[config.mk]
export PLATFORM = sky130hd
export DESIGN_NAME = pkbb_cfg_flat
export DESIGN_NICKNAME = d
export VERILOG_FILES = /design/src/rtl/pkbb_pkg.sv /design/src/rtl/pkbb_if.sv /design/src/rtl/pkbb_cfg.sv /design/src/flat_wrapper.sv
export SDC_FILE = /design/constraint.sdc
export NUM_CORES = 1
export LEC_CHECK = 0
export BUFFER_PORTS_ARGS = -buffer_cell sky130_fd_sc_hd__buf_2
export CAP_MARGIN = 10
export CORE_MARGIN = 5
export CORE_UTILIZATION = 49
export CTS_CLUSTER_DIAMETER = 120
export DETAILED_ROUTE_END_ITERATION = 10
export PLACE_DENSITY = 0.79
export SKIP_CTS_REPAIR_TIMING = 1
export SLEW_MARGIN = 30
export SYNTH_ARGS = -nofsm -noshare
export SYNTH_HDL_FRONTEND = slang
export SYNTH_SLANG_ARGS = --single-unit
[constraint.sdc]
create_clock -name i_clk -period 1.05 [get_ports i_clk]
set_input_delay 0.0525 -clock i_clk [delete_from_list [all_inputs] [get_ports i_clk]]
set_output_delay 0.0525 -clock i_clk [all_outputs]
set_load 0.02 [all_outputs]
[src/rtl/pkbb_pkg.sv]
// ============================================================================
// pkbb_pkg: shared types and constants of the cross mean filter
// Pixel and configuration types, register indexes and field widths.
// ============================================================================
package pkbb_pkg;

    // Field widths
    localparam int CHAN_W    = 8;
    localparam int DIM_W     = 11;
    localparam int CFG_IDX_W = 3;
    localparam int SUM3_W    = 10;
    // Wide enough for every column, width and region compare at any MAX_WIDTH below 8192
    localparam int CMP_W     = 13;

    // Channel slots inside a packed pixel
    localparam int CH_RED   = 2;
    localparam int CH_GREEN = 1;
    localparam int CH_BLUE  = 0;

    // Register indexes
    localparam logic [CFG_IDX_W-1:0] REG_FRAME_WIDTH   = 3'd0;
    localparam logic [CFG_IDX_W-1:0] REG_FRAME_HEIGHT  = 3'd1;
    localparam logic [CFG_IDX_W-1:0] REG_REGION_LEFT   = 3'd2;
    localparam logic [CFG_IDX_W-1:0] REG_REGION_TOP    = 3'd3;
    localparam logic [CFG_IDX_W-1:0] REG_REGION_RIGHT  = 3'd4;
    localparam logic [CFG_IDX_W-1:0] REG_REGION_BOTTOM = 3'd5;
    localparam logic [CFG_IDX_W-1:0] REG_BLUR_ENABLE   = 3'd6;

    // Reset values
    localparam logic [DIM_W-1:0] RST_FRAME_WIDTH  = 11'd720;
    localparam logic [DIM_W-1:0] RST_FRAME_HEIGHT = 11'd540;

    typedef logic [2:0][CHAN_W-1:0] t_pix;
    typedef logic [2:0][SUM3_W-1:0] t_sum3;

    typedef struct packed {
        logic [DIM_W-1:0] frame_width;
        logic [DIM_W-1:0] frame_height;
        logic [DIM_W-1:0] region_left;
        logic [DIM_W-1:0] region_top;
        logic [DIM_W-1:0] region_right;
        logic [DIM_W-1:0] region_bottom;
        logic             blur_enable;
    } t_cfg;

    // One pixel between the store read and the mean stage
    typedef struct packed {
        t_pix  centre;
        t_sum3 sum3;       // centre + left + below, per channel
        logic  last_col;   // right neighbour is the centre itself
        logic  top_row;    // above neighbour is the centre itself
        logic  blur_on;    // blur this pixel
        logic  frame_end;
    } t_stage;

endpackage

[src/rtl/pkbb_if.sv]


interface pkbb_cfg_if;
    logic                              valid;
    logic                              ready;
    logic [pkbb_pkg::CFG_IDX_W-1:0]    index;
    logic [pkbb_pkg::DIM_W-1:0]        data;

    modport source (output valid, output index, output data, input ready);
    modport sink   (input valid, input index, input data, output ready);
endinterface

[src/rtl/pkbb_cfg.sv]
// ============================================================================
// pkbb_cfg: configuration register file
// Takes register writes from the configuration channel, always ready.
// ============================================================================
module pkbb_cfg (
    input  logic            i_clk,
    input  logic            i_rst_n,
    pkbb_cfg_if.sink        i_cfg,
    output pkbb_pkg::t_cfg  o_cfg
);

    pkbb_pkg::t_cfg r_cfg;

    assign i_cfg.ready = 1'b1;
    assign o_cfg       = r_cfg;

    always_ff @(posedge i_clk) begin
        if (!i_rst_n) begin
            r_cfg.frame_width   <= pkbb_pkg::RST_FRAME_WIDTH;
            r_cfg.frame_height  <= pkbb_pkg::RST_FRAME_HEIGHT;
            r_cfg.region_left   <= '0;
            r_cfg.region_top    <= '0;
            r_cfg.region_right  <= '0;
            r_cfg.region_bottom <= '0;
            r_cfg.blur_enable   <= 1'b0;
        end else if (i_cfg.valid) begin
            case (i_cfg.index)
                pkbb_pkg::REG_FRAME_WIDTH:   r_cfg.frame_width   <= i_cfg.data;
                pkbb_pkg::REG_FRAME_HEIGHT:  r_cfg.frame_height  <= i_cfg.data;
                pkbb_pkg::REG_REGION_LEFT:   r_cfg.region_left   <= i_cfg.data;
                pkbb_pkg::REG_REGION_TOP:    r_cfg.region_top    <= i_cfg.data;
                pkbb_pkg::REG_REGION_RIGHT:  r_cfg.region_right  <= i_cfg.data;
                pkbb_pkg::REG_REGION_BOTTOM: r_cfg.region_bottom <= i_cfg.data;
                pkbb_pkg::REG_BLUR_ENABLE:   r_cfg.blur_enable   <= i_cfg.data[0];
                default: begin
                end
            endcase
        end
    end

endmodule

[src/flat_wrapper.sv]
// flat-port wrapper written by rule: the top's interface ports become plain ports
module pkbb_cfg_flat 
  (i_clk, i_rst_n, o_cfg, i_cfg_valid, i_cfg_index, i_cfg_data, i_cfg_ready);
  pkbb_cfg_if i_cfg_i ();
  input  logic i_clk;
  input  logic i_rst_n;
  output pkbb_pkg::t_cfg o_cfg;
  input wire logic [$bits(i_cfg_i.valid)-1:0] i_cfg_valid;
  input wire logic [$bits(i_cfg_i.index)-1:0] i_cfg_index;
  input wire logic [$bits(i_cfg_i.data)-1:0] i_cfg_data;
  output wire logic [$bits(i_cfg_i.ready)-1:0] i_cfg_ready;
  assign i_cfg_i.valid = i_cfg_valid;
  assign i_cfg_i.index = i_cfg_index;
  assign i_cfg_i.data = i_cfg_data;
  assign i_cfg_ready = i_cfg_i.ready;
  pkbb_cfg u_core (.i_clk(i_clk), .i_rst_n(i_rst_n), .i_cfg(i_cfg_i), .o_cfg(o_cfg));
endmodule
==> impl_metrics.toml <==
[timing]
fin_crit_sh_pct = 88.6
setup_violations = 0
hold_viol_final = 1
report.final.slew_viol_count = 0
fmax_mhz = 1070
fin_ws_ns = 0.120
min_period_ns = 0.930
rsz0062_at_grt = "no"
finClkSkew_ns = 0
hold_slack_ns = -0.000675

[worst_setup_path]
crit_chain = "buf_2"
endpoint_kind = "output port"
cp_slowest_cell = "dfxtp_1"
critPathBufInv = 1
start_kind = "flip-flop"
cpPeakStageDelay_ns = 0.37
crit_required_ns = 1.00
cp_max_fo = 2
path_class = "reg2out"
critical_path.top_delay_family = "flip-flops"
arrival_ns = 0.88

[outcome]
status = "finished with violations"
violations = "negative hold slack"

[synth]
seq_area_frac_synth_pct = 52.9
synth_area_per_cell_sq_um = 10.3
synth_fa_ha_area_share_pct = 0
syn_area_sq_mm = 0.00253
syn-num-nets = 263
synth.area.mux_share_pct = 26.5
synthXorXnorAreaFrac_pct = 0
synth_compound_area_share_pct = 0
synth-simple-area-share_pct = 17.3
ys_types = 13
netlist_instances = 246
synth_top_family_by_area = "multiplexers"
synth_seq_cells = 67
yosys_warnings = 0

[floorplan]
fp-row-count = 26
die_x_um = 81.9
dieArea_sq_mm = 0.00671
start_util_pct = 49.9
core-area_sq_mm = 0.00507
io_pins = 85
die_y_um = 81.9

[clock_network]
path_clk_slew_ns = 0.07
cts-root-buf = "clkbuf_8"
cts_buffer_depth = 2
clock_latency_ns = 0.33
clock-sinks = 67
cts_tree = "built"
cts_inserted_buffers = 9
htree_levels = 3

[place]
io_buffers = 83
pre_cts_ws_ns = -0.0705
dp_cells = 397
hpwl_mm = 4.53
place_congestion = 0.843

[global_route]
antenna_found_initial = 0
grt_overflow = 0
grt_use_total_pct = 20.1
met2_usage_pct = 32.9
first_global_vias = 1994
grt_start_max_net_pins = 38
grtUsageMet3_pct = 3.62
busiest_layer = "met2"
grt_pass1_wl_mm = 9.85
use_met1_pct = 25.2

[drt]
antenna_left = 0
drt-total-wl_mm = 6.32
drt_iter0_drc = 88
drc = 0
wire_per_inst_um = 15.3
vias = 1999
viasPerCell = 4.83
dr.pass1.iters = 4

[layout]
largest_reg_flops = 67
final_common_cell = "buf_2"
final_cell_mix = "buf_2, nand2_1, mux2i_1, dfxtp_1, nor2b_1"
regArea_sq_mm = 0.00134
utilization_pct = 65.4
area_growth_pct = 31.0
diodes = 0
fin_cells = 414
drive_above_1_share_pct = 32.6
layout.nets = 356
nFillCells = 446
multi_input_area_sq_mm = 0.00112

[power_and_ir_drop]
p_leak_uw = 0.00179
power_density_mw_per_mm2 = 1550
vdd.ir_drop.worst_uv = 1220

[min_path]
worst_hold_path_type = "in2reg"

[job]
maxCapViolCount = 0
## report_power, final
group	total (uW)	switching, uW	internal [uW]
combinational	465	282	183
sequential	2630	27.6	2600
clock	2060	894	1160
total	5150	1200	3940
## synthesized netlist by cell type, drive strengths merged
| master | count | area (sq um) |
|---|---|---|
| nand4b | 3 | 26.3 |
| buf | 7 | 37.5 |
| or4b | 1 | 10.0 |
| nor2b | 14 | 87.6 |
| nor4bb | 1 | 10.0 |
| conb | 1 | 3.75 |
| dfxtp | 67 | 1340 |
| nor4b | 1 | 8.76 |
| clkbuf | 11 | 41.3 |
| nand2 | 70 | 263 |
| mux2i | 67 | 671 |
| nand4bb | 3 | 33.8 |
## per-layer routing
layer  up-vias  share of wire (%)
li1        999                  -
met1       924                 45
met2        63                 48
met3        13                4.8
met4         0                2.2
met5         -                  0
## area by class of cell
type	count	area share [%]
Clock buffer	14	4.60
Multi-Input combinational cell	161	33.7
Timing Repair Buffer	100	17.6
Sequential cell	67	40.4
Clock inverter	2	1.06
Tap cell	70	2.64
## cell families after synthesis
kind of cell,count (synthesis)
buffers and inverters,18
flip-flops,67
multiplexers,67
other,1
AND/OR/NAND/NOR,93
## stage by stage
step | setup TNS (ns) | total power, uW | area, sq um | hold WS, ns
after floorplan | 0 | 2940 | 2530 | 0.219
after global placement | -0.0797 | 3140 | 3120 | 0.321
after detailed placement | -0.465 | 3150 | 3120 | 0.341
after CTS | 0 | 5190 | 3310 | -0.00790
after global routing | 0 | 5340 | 3320 | 0.00475
final | 0 | 5150 | 3320 | -0.000675
## path summary, 6_finish.rpt
path / start / endpoint / slack, ns / cells after the start
setup / recovery: u_core.o_cfg[22]$_SDFFE_PN0P_ / o_cfg[22] / 0.12 / 1
hold reg to reg: u_core.o_cfg[34]$_SDFFE_PN0P_ / u_core.o_cfg[34]$_SDFFE_PN0P_ / 0.45 / 2
setup reg to reg: u_core.o_cfg[27]$_SDFFE_PN0P_ / u_core.o_cfg[27]$_SDFFE_PN0P_ / 0.41 / 2
hold / removal: i_cfg_data[6] / u_core.o_cfg[62]$_SDFFE_PN1P_ / -0.0007 / 3
No activity file was read; power rests on OpenSTA's default activity.
