$ cat config.mk
export PLATFORM = sky130hd
export DESIGN_NAME = pkbb_mean_flat
export DESIGN_NICKNAME = d
export VERILOG_FILES = /design/src/rtl/pkbb_pkg.sv /design/src/rtl/pkbb_if.sv /design/src/rtl/pkbb_mean.sv /design/src/flat_wrapper.sv
export SDC_FILE = /design/constraint.sdc
export NUM_CORES = 1
export LEC_CHECK = 0
export CAP_MARGIN = 40
export CORE_MARGIN = 2
export CORE_UTILIZATION = 54
export DETAILED_ROUTE_END_ITERATION = 10
export DONT_BUFFER_PORTS = 1
export HOLD_SLACK_MARGIN = 0.15
export PLACE_DENSITY = 0.72
export SKIP_CTS_REPAIR_TIMING = 1
export SLEW_MARGIN = 20
export SYNTH_ARGS = -nofsm -noshare
export SYNTH_HDL_FRONTEND = slang
export SYNTH_SLANG_ARGS = --single-unit
$ cat constraint.sdc
create_clock -name i_clk -period 7.9 [get_ports i_clk]
set_input_delay 1.185 -clock i_clk [delete_from_list [all_inputs] [get_ports i_clk]]
set_output_delay 1.185 -clock i_clk [all_outputs]
set_load 0.01 [all_outputs]
$ cat src/rtl/pkbb_pkg.sv
// ============================================================================
// pkbb_pkg: shared types and constants of the cross mean filter
// Pixel and configuration types, register indexes and field widths.
// ============================================================================
package pkbb_pkg;

    // Field widths
    localparam int CHAN_W    = 8;
    localparam int DIM_W     = 11;
    localparam int CFG_IDX_W = 3;
    localparam int SUM3_W    = 10;
    // Wide enough for every column, width and region compare at any MAX_WIDTH below 8192
    localparam int CMP_W     = 13;

    // Channel slots inside a packed pixel
    localparam int CH_RED   = 2;
    localparam int CH_GREEN = 1;
    localparam int CH_BLUE  = 0;

    // Register indexes
    localparam logic [CFG_IDX_W-1:0] REG_FRAME_WIDTH   = 3'd0;
    localparam logic [CFG_IDX_W-1:0] REG_FRAME_HEIGHT  = 3'd1;
    localparam logic [CFG_IDX_W-1:0] REG_REGION_LEFT   = 3'd2;
    localparam logic [CFG_IDX_W-1:0] REG_REGION_TOP    = 3'd3;
    localparam logic [CFG_IDX_W-1:0] REG_REGION_RIGHT  = 3'd4;
    localparam logic [CFG_IDX_W-1:0] REG_REGION_BOTTOM = 3'd5;
    localparam logic [CFG_IDX_W-1:0] REG_BLUR_ENABLE   = 3'd6;

    // Reset values
    localparam logic [DIM_W-1:0] RST_FRAME_WIDTH  = 11'd720;
    localparam logic [DIM_W-1:0] RST_FRAME_HEIGHT = 11'd540;

    typedef logic [2:0][CHAN_W-1:0] t_pix;
    typedef logic [2:0][SUM3_W-1:0] t_sum3;

    typedef struct packed {
        logic [DIM_W-1:0] frame_width;
        logic [DIM_W-1:0] frame_height;
        logic [DIM_W-1:0] region_left;
        logic [DIM_W-1:0] region_top;
        logic [DIM_W-1:0] region_right;
        logic [DIM_W-1:0] region_bottom;
        logic             blur_enable;
    } t_cfg;

    // One pixel between the store read and the mean stage
    typedef struct packed {
        t_pix  centre;
        t_sum3 sum3;       // centre + left + below, per channel
        logic  last_col;   // right neighbour is the centre itself
        logic  top_row;    // above neighbour is the centre itself
        logic  blur_on;    // blur this pixel
        logic  frame_end;
    } t_stage;

endpackage

$ cat src/rtl/pkbb_if.sv


interface pkbb_pix_out_if;
    logic       valid;
    logic       ready;
    logic [7:0] out_red;
    logic [7:0] out_green;
    logic [7:0] out_blue;
    logic       frame_end;

    modport source (output valid, output out_red, output out_green, output out_blue,
                    output frame_end, input ready);
    modport sink   (input valid, input out_red, input out_green, input out_blue,
                    input frame_end, output ready);
endinterface


$ cat src/rtl/pkbb_mean.sv
// ============================================================================
// pkbb_mean: five-point mean and output register
// Adds the right and above neighbours, divides by five, drives the output.
// ============================================================================
module pkbb_mean (
    input  logic              i_clk,
    input  logic              i_rst_n,
    input  logic              i_s1_valid,
    input  pkbb_pkg::t_stage  i_s1,
    input  pkbb_pkg::t_pix    i_right_q,
    input  pkbb_pkg::t_pix    i_above_q,
    output logic              o_take,
    pkbb_pix_out_if.source    o_pix
);

    // floor(s / 5) for s < 2048 as (s * 13108) >> 16
    localparam int          PROD_W = 25;
    localparam logic [13:0] RECIP  = 14'd13108;

    logic             r_out_valid;
    logic             r_out_end;
    pkbb_pkg::t_pix   r_out_pix;

    pkbb_pkg::t_pix   right;
    pkbb_pkg::t_pix   above;
    pkbb_pkg::t_pix   mean;
    pkbb_pkg::t_pix   n_out_pix;
    logic [10:0]      sum5 [3];
    logic [PROD_W-1:0] prod [3];

    assign o_take = i_s1_valid && (!r_out_valid || o_pix.ready);

    always_comb begin
        right = i_s1.last_col ? i_s1.centre : i_right_q;
        above = i_s1.top_row  ? i_s1.centre : i_above_q;
        for (int ch = 0; ch < 3; ch++) begin
            sum5[ch] = 11'(i_s1.sum3[ch]) + 11'(right[ch]) + 11'(above[ch]);
            prod[ch] = PROD_W'(sum5[ch]) * PROD_W'(RECIP);
            mean[ch] = prod[ch][23:16];
        end
        n_out_pix = i_s1.blur_on ? mean : i_s1.centre;
    end

    always_ff @(posedge i_clk) begin
        if (!i_rst_n) begin
            r_out_valid <= 1'b0;
        end else if (o_take) begin
            r_out_valid <= 1'b1;
        end else if (o_pix.ready) begin
            r_out_valid <= 1'b0;
        end
    end

    always_ff @(posedge i_clk) begin
        if (o_take) begin
            r_out_pix <= n_out_pix;
            r_out_end <= i_s1.frame_end;
        end
    end

    assign o_pix.valid     = r_out_valid;
    assign o_pix.out_red   = r_out_pix[pkbb_pkg::CH_RED];
    assign o_pix.out_green = r_out_pix[pkbb_pkg::CH_GREEN];
    assign o_pix.out_blue  = r_out_pix[pkbb_pkg::CH_BLUE];
    assign o_pix.frame_end = r_out_end;

endmodule

$ cat src/flat_wrapper.sv
// flat-port wrapper written by rule: the top's interface ports become plain ports
module pkbb_mean_flat 
  (i_clk, i_rst_n, i_s1_valid, i_s1, i_right_q, i_above_q, o_take, o_pix_valid, o_pix_out_red, o_pix_out_green, o_pix_out_blue, o_pix_frame_end, o_pix_ready);
  pkbb_pix_out_if o_pix_i ();
  input  logic i_clk;
  input  logic i_rst_n;
  input  logic i_s1_valid;
  input  pkbb_pkg::t_stage i_s1;
  input  pkbb_pkg::t_pix i_right_q;
  input  pkbb_pkg::t_pix i_above_q;
  output logic o_take;
  output wire logic [$bits(o_pix_i.valid)-1:0] o_pix_valid;
  output wire logic [$bits(o_pix_i.out_red)-1:0] o_pix_out_red;
  output wire logic [$bits(o_pix_i.out_green)-1:0] o_pix_out_green;
  output wire logic [$bits(o_pix_i.out_blue)-1:0] o_pix_out_blue;
  output wire logic [$bits(o_pix_i.frame_end)-1:0] o_pix_frame_end;
  input wire logic [$bits(o_pix_i.ready)-1:0] o_pix_ready;
  assign o_pix_valid = o_pix_i.valid;
  assign o_pix_out_red = o_pix_i.out_red;
  assign o_pix_out_green = o_pix_i.out_green;
  assign o_pix_out_blue = o_pix_i.out_blue;
  assign o_pix_frame_end = o_pix_i.frame_end;
  assign o_pix_i.ready = o_pix_ready;
  pkbb_mean u_core (.i_clk(i_clk), .i_rst_n(i_rst_n), .i_s1_valid(i_s1_valid), .i_s1(i_s1), .i_right_q(i_right_q), .i_above_q(i_above_q), .o_take(o_take), .o_pix(o_pix_i));
endmodule
==> flow_summary.rst <==
.. list-table::
   :header-rows: 1

   * - Metric
     - Value
   * - Critical R2R Capture
     - u_core.o_pix.out_blue[3]
   * - Area of the die
     - 0.0178 sq mm
   * - Kind of end point of the critical path
     - flip-flop
   * - Number of nets in the layout
     - 1412
   * - Failing checks
     - negative setup slack
   * - CTS root buffer
     - sky130_fd_sc_hd__clkbuf_16
   * - Area delta synth->final
     - 14.6%
   * - 1st-iter DRT viols
     - 286
   * - End point of the critical path
     - u_core.o_pix.out_blue[6]
   * - #FFs+latches synth
     - 26
   * - Transition time at the pin with the least slew margin
     - 618 ps
   * - Post-route clock period utilization
     - 1.01
   * - Required arrival time at the worst endpoint
     - 7920 ps
   * - Final setup violation count
     - 2
   * - Avg Inst Size Synth
     - 10.0 sq um
   * - Number of hold violations in the final report
     - 0
   * - Worst setup skew after layout
     - 11.6 ps
   * - Die extent in x
     - 133 um
   * - Worst Setup SP
     - i_s1[2]
   * - Remaining design rule violation count
     - 0
   * - Post-route minimum period
     - 7950 ps
   * - Tightest hold margin
     - 732 ps
   * - Nature of the critical path startpoint
     - primary input
   * - Setup repair after global routing missed its margin
     - yes
   * - Worst relative slew slack
     - 0.585
   * - GR Overflow Total
     - 0
   * - Total number of clock tree sinks
     - 26
   * - Floorplan Core Area
     - 0.0165 sq mm
   * - Initial antenna violation count
     - 0
   * - Synthesized netlist cell count
     - 902
   * - Sequential-to-total area share from yosys stat
     - 0.0851
   * - Pin count of the biggest net entering global routing
     - 40
   * - Worst path slowest cell
     - sky130_fd_sc_hd__fa_1
   * - Peak clock frequency supported by timing
     - 126 MHz
   * - Worst setup margin
     - -47.8 ps
   * - Proportion of register bits with asynchronous set or reset after synthesis
     - 0
   * - Largest stage delay on the critical path
     - 560 ps
   * - Standard-cell row count
     - 47
   * - Starting utilization of the core area
     - 0.550
   * - Post-synth EDFFs
     - 25
   * - First drt pass iteration count
     - 4
   * - Critical path type
     - in -> reg
   * - Buffers added on ports
     - 0
   * - Hold/Removal Path Class
     - reg -> reg
   * - Routed wire per std cell
     - 17.1 um
   * - Worst reg-to-reg setup slack
     - 6510 ps
   * - Final Max Tran Viols
     - 0
   * - TritonCTS clock tree
     - yes
   * - Count of H-tree levels built during CTS
     - 1
   * - Via count of the first global-routing pass
     - 6810
   * - Overall die height
     - 133 um
   * - Count of yosys warnings during synthesis
     - 0
   * - Tot GR Track Use
     - 0.229
   * - Total number of vias
     - 6441
   * - Critical register-to-register path startpoint
     - u_core.o_pix.valid
   * - Critical-path maximum fanout
     - 24
   * - Number of CTS-inserted buffers
     - 3
   * - Run status
     - finished with violations
   * - Arrival time at the worst endpoint
     - 7970 ps
   * - Number of diodes
     - 0
   * - Wire length of the first global-routing pass
     - 32.9 mm
   * - Depth of the most critical reg-to-reg path
     - 3
   * - Number of top-level pins
     - 137
   * - Summed instance area of the synthesized netlist
     - 0.00905 sq mm
   * - Detailed-route wire length
     - 20.5 mm
   * - Count of fill cells added during filler insertion
     - 1323
   * - Most common cell on crit path
     - sky130_fd_sc_hd__fa_1
   * - Clock transition at the register clock pins on the worst setup and hold paths after CTS
     - 80 ps
   * - DRT antenna net count
     - 0
   * - Yosys cell types
     - 60
   * - Final HPWL from detailed placement
     - 17.5 mm
   * - Fraction of final layout cells with drive strength greater than 1
     - 0.231
   * - Last weighted congestion value of the routability-driven placer
     - 0.861
   * - Skew-Pair Late Insertion Delay
     - 280 ps
   * - Routed via count divided by cell count
     - 5.39
   * - Buffers from clock root to sink, at most
     - 2
   * - Main flop type after synthesis
     - sky130_fd_sc_hd__edfxtp_1
   * - Net count after synthesis
     - 1337
   * - Number of max-cap violations
     - 0
-- cells in the mapped netlist, types with 2 or more instances --
| library cell | count | area (sq um) |
|---|---|---|
| sky130_fd_sc_hd__and3_1 | 3 | 18.8 |
| sky130_fd_sc_hd__a211oi_1 | 7 | 52.6 |
| sky130_fd_sc_hd__nand4_1 | 6 | 37.5 |
| sky130_fd_sc_hd__o211ai_1 | 8 | 60.1 |
| sky130_fd_sc_hd__o21a_1 | 6 | 45.0 |
| sky130_fd_sc_hd__o21ai_1 | 4 | 20.0 |
| sky130_fd_sc_hd__a21o_1 | 8 | 60.1 |
| sky130_fd_sc_hd__a21oi_1 | 28 | 140 |
| sky130_fd_sc_hd__o22ai_1 | 3 | 18.8 |
| sky130_fd_sc_hd__a31oi_1 | 2 | 12.5 |
| sky130_fd_sc_hd__nand2_1 | 18 | 67.6 |
| sky130_fd_sc_hd__a21boi_0 | 2 | 15.0 |
| sky130_fd_sc_hd__a311oi_1 | 2 | 17.5 |
| sky130_fd_sc_hd__nor3_1 | 12 | 60.1 |
| sky130_fd_sc_hd__clkbuf_1 | 9 | 33.8 |
| sky130_fd_sc_hd__mux2_2 | 63 | 709 |
| sky130_fd_sc_hd__and2_1 | 4 | 25.0 |
| sky130_fd_sc_hd__xnor3_1 | 2 | 45.0 |
| sky130_fd_sc_hd__or3_1 | 4 | 25.0 |
| sky130_fd_sc_hd__nand2b_1 | 11 | 68.8 |
| sky130_fd_sc_hd__o21ai_0 | 17 | 85.1 |
| sky130_fd_sc_hd__nor2_1 | 28 | 105 |
| sky130_fd_sc_hd__nand3b_1 | 3 | 22.5 |
| sky130_fd_sc_hd__fa_1 | 117 | 2340 |
| sky130_fd_sc_hd__edfxtp_1 | 25 | 751 |
| sky130_fd_sc_hd__xor2_1 | 19 | 166 |
| sky130_fd_sc_hd__o31ai_1 | 3 | 22.5 |
| sky130_fd_sc_hd__o41ai_1 | 3 | 26.3 |
| sky130_fd_sc_hd__a211o_1 | 2 | 17.5 |
| sky130_fd_sc_hd__or4_1 | 2 | 15.0 |
| sky130_fd_sc_hd__inv_1 | 199 | 747 |
| sky130_fd_sc_hd__nand3_1 | 6 | 30.0 |
| sky130_fd_sc_hd__o21bai_1 | 4 | 30.0 |
| sky130_fd_sc_hd__ha_1 | 208 | 2600 |
| sky130_fd_sc_hd__nor2b_1 | 10 | 62.6 |
| sky130_fd_sc_hd__o311ai_0 | 2 | 17.5 |
| sky130_fd_sc_hd__xnor2_1 | 29 | 254 |
-- per-stage QoR --
stage	setup TNS (ps)	setup WS [ps]	instance area, sq um	std cells	utilization
CTS	-579	-142	10000	1185	0.608
global route	-1450	-244	10400	1196	0.630
global placement	-2340	-332	9940	1181	0.603
floorplan	-946	-205	9250	902	-
detailed placement	-3520	-429	9940	1181	0.603
finish	-63.2	-47.8	10400	1196	0.630
-- cell families after synthesis --
group           synth area share
compound gates            0.0867
buf+inv                   0.0872
fa+ha+maj                  0.546
mux                       0.0784
simple gates              0.0651
flops                     0.0851
xor+xnor                  0.0514
-- how the worst min path moves through the flow --
stage	startpoint	endpoint	slack, ps	cells past startpoint
global placement	u_core.o_pix.valid	u_core.o_pix.valid	710	2
CTS	u_core.o_pix.valid	u_core.o_pix.valid	730	2
detailed placement	u_core.o_pix.valid	u_core.o_pix.valid	720	2
global route	u_core.o_pix.valid	u_core.o_pix.valid	750	2
floorplan	u_core.o_pix.valid	u_core.o_pix.valid	650	2
finish	u_core.o_pix.valid	u_core.o_pix.valid	730	2
-- sequential cells by signal, summed over array words and instances, names as in the netlist --
| signal | count |
|---|---|
| u_core.o_pix.valid | 1 |
| u_core.o_pix.out_blue | 8 |
| u_core.o_pix.out_green | 8 |
| u_core.o_pix.frame_end | 1 |
| u_core.o_pix.out_red | 8 |
-- routing by layer --
metal | up-vias | GRT usage | part of all wire
li1 | 3170 | - | -
met1 | 3133 | 0.310 | 0.44
met2 | 123 | 0.408 | 0.50
met3 | 15 | 0.0228 | 0.042
met4 | 0 | 0.0366 | 0.012
met5 | - | 0 | 0
-- worst max-delay path, delay by kind of cell --
kind | cells | cell delay, ps
and+or+nand+nor | 3 | 840
muxes | 2 | 550
AOI/OAI and AO/OA | 9 | 1500
xor gates and xnor gates | 2 | 430
adders and majority gates | 8 | 3320
buffers and inverters | 3 | 130
-- area by class of cell --
class | instances | area (sq um) | share of cell area
multi-input combinational | 666 | 7890 | 0.760
tap | 220 | 275 | 0.0265
clock buffer | 3 | 75.1 | 0.00724
clock inverter | 1 | 3.75 | 0.000362
timing repair buffer | 81 | 616 | 0.0593
inverter | 199 | 747 | 0.0720
sequential | 26 | 771 | 0.0743
-- placed cells by master, fill, tap and decap left out, types with 10 or more instances in the layout --
cell type and instances:
sky130_fd_sc_hd__o21ai_0 13, sky130_fd_sc_hd__nand2_1 17, sky130_fd_sc_hd__xnor2_1 26, sky130_fd_sc_hd__nor3_1 11, sky130_fd_sc_hd__inv_1 193, sky130_fd_sc_hd__fa_1 112, sky130_fd_sc_hd__a21oi_1 17, sky130_fd_sc_hd__xor2_1 15
sky130_fd_sc_hd__mux2_2 57, sky130_fd_sc_hd__ha_1 196, sky130_fd_sc_hd__a21oi_2 11, sky130_fd_sc_hd__nand2b_1 10, sky130_fd_sc_hd__buf_4 79, sky130_fd_sc_hd__nor2_1 25, sky130_fd_sc_hd__edfxtp_1 25
Power is not shown: default switching activity piles up to over one toggle a cycle in this logic, so the estimate is an artifact.
